## src/rtl/kpd_pkg.sv

```systemverilog
// Types, constants and lookup functions for the keypad scanner with debounce and display.
package kpd_pkg;

  localparam int unsigned DISPLAY_DIGITS = 4;
  localparam int unsigned DIGIT_W        = $clog2(DISPLAY_DIGITS);
  localparam int unsigned ROWS           = 4;
  localparam int unsigned COLS           = 4;
  localparam int unsigned KEY_W          = 5;
  localparam int unsigned SEG_W          = 8;
  localparam int unsigned TIME_W         = 32;
  localparam int unsigned DEBOUNCE_W     = 16;

  localparam logic [KEY_W-1:0]      KEY_NONE       = 5'd16;
  localparam logic [DEBOUNCE_W-1:0] DEBOUNCE_RESET = 16'd40;

  typedef struct packed {
    logic [1:0]        scan_row;
    logic [COLS-1:0]   column_lines;
    logic [TIME_W-1:0] now_ms;
  } in_item_t;

  typedef struct packed {
    logic               key_accepted;
    logic [KEY_W-1:0]   key_code;
    logic [DIGIT_W-1:0] digit_select;
    logic [SEG_W-1:0]   segment_pattern;
  } out_item_t;

  typedef logic [KEY_W-1:0] key_row_t [COLS];

  // Keys by row, columns in priority order
  localparam key_row_t KEY_MAP [ROWS] = '{
    '{5'd1,  5'd2, 5'd3,  5'd10},
    '{5'd4,  5'd5, 5'd6,  5'd11},
    '{5'd7,  5'd8, 5'd9,  5'd12},
    '{5'd14, 5'd0, 5'd15, 5'd13}
  };

  localparam logic [SEG_W-1:0] SEG_MAP [16] = '{
    8'hFC, 8'h60, 8'hDA, 8'hF2, 8'h66, 8'hB6, 8'hBE, 8'hE0,
    8'hFE, 8'hE6, 8'hEE, 8'h3E, 8'h9C, 8'h7A, 8'h9E, 8'h8E
  };

  // First low column wins; none low gives KEY_NONE
  function automatic logic [KEY_W-1:0] decode_key(input logic [1:0] row,
                                                  input logic [COLS-1:0] cols);
    logic [KEY_W-1:0] key;
    key = KEY_NONE;
    for (int c = COLS - 1; c >= 0; c--) begin
      if (!cols[c]) begin
        key = KEY_MAP[row][c];
      end
    end
    return key;
  endfunction

  function automatic logic [SEG_W-1:0] seg_of(input logic [KEY_W-1:0] key);
    return SEG_MAP[key[3:0]];
  endfunction

endpackage

```

## src/rtl/keypad_scan_debounce_display.sv

```systemverilog
// Keypad row-scan decoder with shared debounce timer and four-digit segment store.
//
//  Channel | Direction | Handshake            | Payload
//  in      | input     | in_valid_i/ready_o   | kpd_pkg::in_item_t   (one row scan)
//  out     | output    | out_valid_o/ready_i  | kpd_pkg::out_item_t  (one result per scan)
//  cfg     | input     | cfg_valid_i/ready_o  | cfg_debounce_ms_i    (debounce time, ms)
//
// One scan per cycle sustained while the output is not stalled; a scan's transaction loads the
// input register, then decode/compare/shift logic feeds the result register, where the result
// is presented and can be taken.
// Reset clears keys to none, change time to zero, the digit store to blank, debounce to 40.
// An output stall holds the result register; the input register then fills and ready drops.
// The configuration port is always ready.
module keypad_scan_debounce_display (
  input  logic                clk_i,
  input  logic                rst_ni,
  input  logic                in_valid_i,
  output logic                in_ready_o,
  input  kpd_pkg::in_item_t   in_item_i,
  output logic                out_valid_o,
  input  logic                out_ready_i,
  output kpd_pkg::out_item_t  out_item_o,
  input  logic                cfg_valid_i,
  output logic                cfg_ready_o,
  input  logic [15:0]         cfg_debounce_ms_i
);
  import kpd_pkg::*;

  logic                  s1_valid_q;
  in_item_t              in_q;
  logic                  out_valid_q;
  out_item_t             out_q;
  logic [DEBOUNCE_W-1:0] debounce_q;
  logic [KEY_W-1:0]      last_seen_q [ROWS];
  logic [KEY_W-1:0]      stable_q [ROWS];
  logic [TIME_W-1:0]     last_change_q;
  logic [SEG_W-1:0]      store_q [DISPLAY_DIGITS];
  logic [SEG_W-1:0]      store_d [DISPLAY_DIGITS];

  logic              out_free;
  logic              adv;
  logic [KEY_W-1:0]  key;
  logic              changed;
  logic [TIME_W-1:0] elapsed;
  logic              timed_out;
  logic              take;
  logic              push;

  assign out_free    = !out_valid_q || out_ready_i;
  assign adv         = s1_valid_q && out_free;
  assign in_ready_o  = !s1_valid_q || out_free;
  assign cfg_ready_o = 1'b1;
  assign out_valid_o = out_valid_q;
  assign out_item_o  = out_q;

  always_comb begin
    key       = decode_key(in_q.scan_row, in_q.column_lines);
    changed   = key != last_seen_q[in_q.scan_row];
    elapsed   = in_q.now_ms - last_change_q;
    // a change in this scan restarts the timer, so the scan cannot time out then
    timed_out = !changed && ((elapsed[TIME_W-1:DEBOUNCE_W] != '0) ||
                             (elapsed[DEBOUNCE_W-1:0] > debounce_q));
    take      = timed_out && (key != stable_q[in_q.scan_row]);
    push      = take && (key != KEY_NONE);
    for (int i = 0; i < DISPLAY_DIGITS; i++) begin
      store_d[i] = store_q[i];
    end
    if (push) begin
      for (int i = DISPLAY_DIGITS - 1; i > 0; i--) begin
        store_d[i] = store_q[i-1];
      end
      store_d[0] = seg_of(key);
    end
  end

  always_ff @(posedge clk_i or negedge rst_ni) begin
    if (!rst_ni) begin
      s1_valid_q  <= 1'b0;
      out_valid_q <= 1'b0;
    end else begin
      if (in_ready_o) begin
        s1_valid_q <= in_valid_i;
      end
      if (adv) begin
        out_valid_q <= 1'b1;
      end else if (out_ready_i) begin
        out_valid_q <= 1'b0;
      end
    end
  end

  always_ff @(posedge clk_i) begin
    if (in_valid_i && in_ready_o) begin
      in_q <= in_item_i;
    end
    if (adv) begin
      out_q.key_accepted    <= push;
      out_q.key_code        <= key;
      out_q.digit_select    <= in_q.scan_row;
      out_q.segment_pattern <= store_d[in_q.scan_row];
    end
  end

  always_ff @(posedge clk_i or negedge rst_ni) begin
    if (!rst_ni) begin
      debounce_q    <= DEBOUNCE_RESET;
      last_change_q <= '0;
      for (int i = 0; i < ROWS; i++) begin
        last_seen_q[i] <= KEY_NONE;
        stable_q[i]    <= KEY_NONE;
      end
      for (int i = 0; i < DISPLAY_DIGITS; i++) begin
        store_q[i] <= '0;
      end
    end else begin
      if (cfg_valid_i) begin
        debounce_q <= cfg_debounce_ms_i;
      end
      if (adv) begin
        last_seen_q[in_q.scan_row] <= key;
        if (changed) begin
          last_change_q <= in_q.now_ms;
        end
        if (take) begin
          stable_q[in_q.scan_row] <= key;
        end
        for (int i = 0; i < DISPLAY_DIGITS; i++) begin
          store_q[i] <= store_d[i];
        end
      end
    end
  end

endmodule

```

## config.mk

```make
export PLATFORM = sky130hd
export DESIGN_NAME = keypad_scan_debounce_display
export DESIGN_NICKNAME = d
export VERILOG_FILES = /design/src/rtl/kpd_pkg.sv /design/src/rtl/keypad_scan_debounce_display.sv
export SDC_FILE = /design/constraint.sdc
export NUM_CORES = 1
export LEC_CHECK = 0
export BUFFER_PORTS_ARGS = -buffer_cell sky130_fd_sc_hd__buf_2
export CORE_ASPECT_RATIO = 2
export CORE_MARGIN = 2
export CORE_UTILIZATION = 55
export CTS_BUF_LIST = sky130_fd_sc_hd__clkbuf_16
export CTS_CLUSTER_SIZE = 8
export DETAILED_ROUTE_END_ITERATION = 7
export PLACE_DENSITY = 0.86
export SYNTH_ARGS = -nofsm -noshare
export SYNTH_HDL_FRONTEND = slang
export SYNTH_SLANG_ARGS = --single-unit
export TNS_END_PERCENT = 30
```

## constraint.sdc

```tcl
create_clock -name clk_i -period 5.2 [get_ports clk_i]
set_clock_uncertainty 0.2 [all_clocks]
set_input_delay 0.52 -clock clk_i [delete_from_list [all_inputs] [get_ports clk_i]]
set_output_delay 0.52 -clock clk_i [all_outputs]
set_load 0.01 [all_outputs]
```

==> run_results.csv <==
group,metric,value,unit
synthesis,synth_top_area_share,27.9,%
sta,grt_setup_unrepaired,"yes",
grt,grt_pass1_vias,8235,
synthesis,avgSynthCellArea,9.97,um2
floorplanning,io-pin-count,78,
sta,fin_crit_sh,97.9,%
synthesis,ys.flop_type,"dfrtp_1",
route,dr.pass1.iters,5,
run_status,run_status,"complete, no violations",
power_and_ir_drop,vdd_drop_max,0.265,mV
floorplanning,core,18100,um2
worst_setup_path,startpoint_type,"flip-flop",
sta,worst_slack,0.108,ns
grt,grt_usage,25.1,%
synthesis,ys_seq_area_share,46.6,%
worst_setup_path,worstPathMaxFanout,9,
clocking,cts-buffers-inserted,17,
synthesis,syn_nets,1123,
grt,grt_max_degree,84,
floorplanning,rows,70,
floorplanning,start_util,55.5,%
synthesis,synth_warnings,0,
synthesis,synth_top_cell_by_area,"dfrtp_1",
sta,worst_pin_slew,1.21,ns
worst_hold_path,hp-start,"in_item_i[22]",
grt,grt_overflow,0,
cells_and_area,drive_above_1_share,20.6,%
clocking,clk_latency,0.44,ns
clocking,h-tree-depth,4,
cells_and_area,diodes,0,
synthesis,ys_top_cells_by_area,"dfrtp_1 (28%), edfxtp_1 (16%), ha_1 (6.7%), o21ai_0 (5.7%), nand2_1 (5.2%)",
worst_setup_path,crit_required,5.19,ns
cells_and_area,syn2layout_area_growth,14.2,%
clocking,cts_tree,"yes",
clocking,clkTransAtPathRegs,0.07,ns
clocking,root_buffer,"clkbuf_16",
placement,place_ws,-0.162,ns
synthesis,synth_edf_count,54,
grt,grt_pass1_wl,38500,um
power_and_ir_drop,total_power,0.00506,W
floorplanning,dieArea,19500,um2
sta,fin_crit,5.09,ns
sta,fmaxAchievable,0.196,GHz
grt,antenna_found_initial,0,
route,drt_iter0_drc,472,
placement,dp_hpwl,17100,um
placement,dp.cells,1296,
worst_setup_path,cp-startpoint,"in_q[1]",
placement,numPortBuffers,76,
worst_setup_path,worstPathArrival,5.08,ns
worst_hold_path,hp-class,"in2reg",
sta,final_max_slew_viol_count,0,
worst_setup_path,cp-end-kind,"flip-flop",
cells_and_area,nets,1219,
synthesis,syn_inst,1009,
clocking,cts_sinks,176,
sta,final_hold_viol_count,0,
route,vias,8064,
route,post-route-drc-count,0,
synthesis,synth_seq_cells,176,
power_and_ir_drop,cellPowerDensity,440,nW/um2
floorplanning,fp.dieH,195,um
clocking,holdBufCountCts,0,
worst_setup_path,path_class,"reg2reg",
synthesis,mappedNetlistArea,10100,um2
cells_and_area,fin_cells,1334,
worst_setup_path,timing.rr.start,"in_q[1]",
placement,gp_congestion,0.970,
synthesis,ys_async_sr_fraction,69.3,%
floorplanning,dieWidth,99.6,um
route,wirelength,24000,um
clocking,clockBufferDepth,2,
power_and_ir_drop,p_leak,5.09,nW
synthesis,ys_types,76,
route,ant_nets,0,
route,via_per_inst,6.04,
sta,relSlewSlack,18.9,%
sta,setup_viol,0,
route,wl_per_cell,18.0,um
run,maxCapViolCount,0,
cells_and_area,final_core_util,63.4,%
## per-stage QoR
step	hold slack [ns]	setup TNS, ns	cell area [um2]
after floorplan	0.0244	0	10100
after global placement	0.257	-0.105	10800
after detailed placement	0.267	-0.869	10800
after CTS	0.0422	0	11400
after global routing	0.0405	-7.97	11500
final	0.0509	0	11500
## critical path: stages, from the launching register on
cell,delay (ns)
edfxtp_1,0.43
ha_1,0.31
nor2b_1,0.15
o2111ai_2,0.19
nand3_1,0.12
a21oi_1,0.16
nor2_1,0.07
nor2_1,0.13
nor2b_1,0.06
o21ai_1,0.11
nand2b_1,0.08
a21o_1,0.19
a21oi_2,0.14
xnor2_1,0.13
ha_1,0.28
a21oi_2,0.13
a21oi_1,0.07
o31a_1,0.28
nor4_2,0.15
o2111ai_1,0.14
nor4_1,0.26
nand4_1,0.18
o21ai_4,0.20
buf_12,0.15
mux2i_1,0.18
o21bai_1,0.07
or3_1,0.29
## layout make-up
class	instances	area (um2)
flip-flops and latches	176	4690
multi-input cells	723	4970
fillers	1403	6640
well taps	216	270
clock inverters	15	160
inverters	70	265
repair buffers	117	716
clock buffers	17	425
## synthesized netlist by cell type, types with 3 or more instances
cell type	instances
dfrtp_1	112
xnor2_1	20
a22oi_1	3
or2_2	4
clkbuf_1	25
and4_1	4
a21oi_1	56
buf_6	4
a211oi_1	9
and2_1	7
nand3_2	3
mux2i_1	12
nor3_1	13
inv_1	66
mux4_2	10
o31a_1	3
a21boi_0	4
o21bai_1	4
nand2_1	140
dfstp_2	10
mux2_2	27
o2111ai_1	5
mux2_1	11
edfxtp_1	54
and3_1	16
nor4_1	3
or3_1	7
o21a_1	13
nor2b_1	6
a21o_1	14
o211ai_1	19
ha_1	54
or4_1	3
o21ai_0	115
nand4_1	13
buf_2	12
nand2b_1	6
xor2_1	11
nand3_1	13
a31oi_1	12
o221ai_1	4
nor2_1	41
## cells in the final DEF (no fill, tap or decap), types with 6 or more instances in the layout
cell / synthesis / final
o21ai_0: 115 / 114
mux2i_1: 12 / 12
buf_4: 1 / 40
o211ai_1: 19 / 19
mux2_2: 27 / 26
nor2_1: 41 / 40
inv_1: 66 / 66
dfrtp_1: 112 / 112
nor2b_1: 6 / 6
clkbuf_16: 0 / 17
mux2_1: 11 / 10
xor2_1: 11 / 11
xnor2_1: 20 / 20
edfxtp_1: 54 / 54
buf_2: 12 / 75
nand2_1: 140 / 140
or3_1: 7 / 7
a31oi_1: 12 / 11
inv_6: 0 / 9
ha_1: 54 / 54
and3_1: 16 / 16
nand4_1: 13 / 13
nand2b_1: 6 / 6
nor3_1: 13 / 13
a21oi_1: 56 / 54
a21o_1: 14 / 14
a211oi_1: 9 / 9
dfstp_2: 10 / 10
and2_1: 7 / 6
mux4_2: 10 / 10
nand3_1: 13 / 13
o21a_1: 13 / 13
## registers in the layout, summed over array words and instances (netlist names)
name	flops
last_seen_q	20
store_q	32
s1_valid_q	1
out_item_o	16
stable_q	20
in_q	38
debounce_q	16
last_change_q	32
out_valid_o	1
## cells by family (layout without fill, tap and decap cells)
| family | Yosys count | count (layout) | synth area share [%] |
|---|---|---|---|
| other | 1 | 1 | 0.0373 |
| and+or+nand+nor | 287 | 289 | 13.5 |
| xor gates and xnor gates | 31 | 31 | 2.70 |
| muxes | 60 | 60 | 7.68 |
| AOI/OAI and AO/OA | 287 | 287 | 17.9 |
| buffers and inverters | 112 | 219 | 4.69 |
| DFF | 176 | 176 | 46.6 |
| adders and majority gates | 55 | 55 | 6.91 |
## final timing paths
path,to,depth (start not counted),slack [ns]
max,out_item_o[6],26,0.11
min,in_q[22],1,0.05
max reg2reg,out_item_o[6],26,0.11
min reg2reg,last_seen_q[5],2,0.28
max in group asynchronous,stable_q[4],2,3.58
min in group asynchronous,store_q[11],1,0.07
## where the power goes
part | total, W | switching, W | internal (W)
Combinational | 0.00190 | 0.00109 | 0.000806
Sequential | 0.00187 | 0.000156 | 0.00172
Clock | 0.00128 | 0.000601 | 0.000683
## per-layer routing
metal	global-route usage, %	vias to the layer above	wire (um)
met1	24.6	3868	8340
met2	47.0	266	13400
li1	-	3828	-
met4	17.2	0	1500
met5	0	-	0
met3	3.40	102	804
## timing repair
item,in CTS,in global routing
pin swaps,6,10
setup endpoints to repair,37,40
gates resized for setup,2,8
buffers inserted,2,2
cloned,0,2
Note: power is estimated with default switching activity, not from simulation.
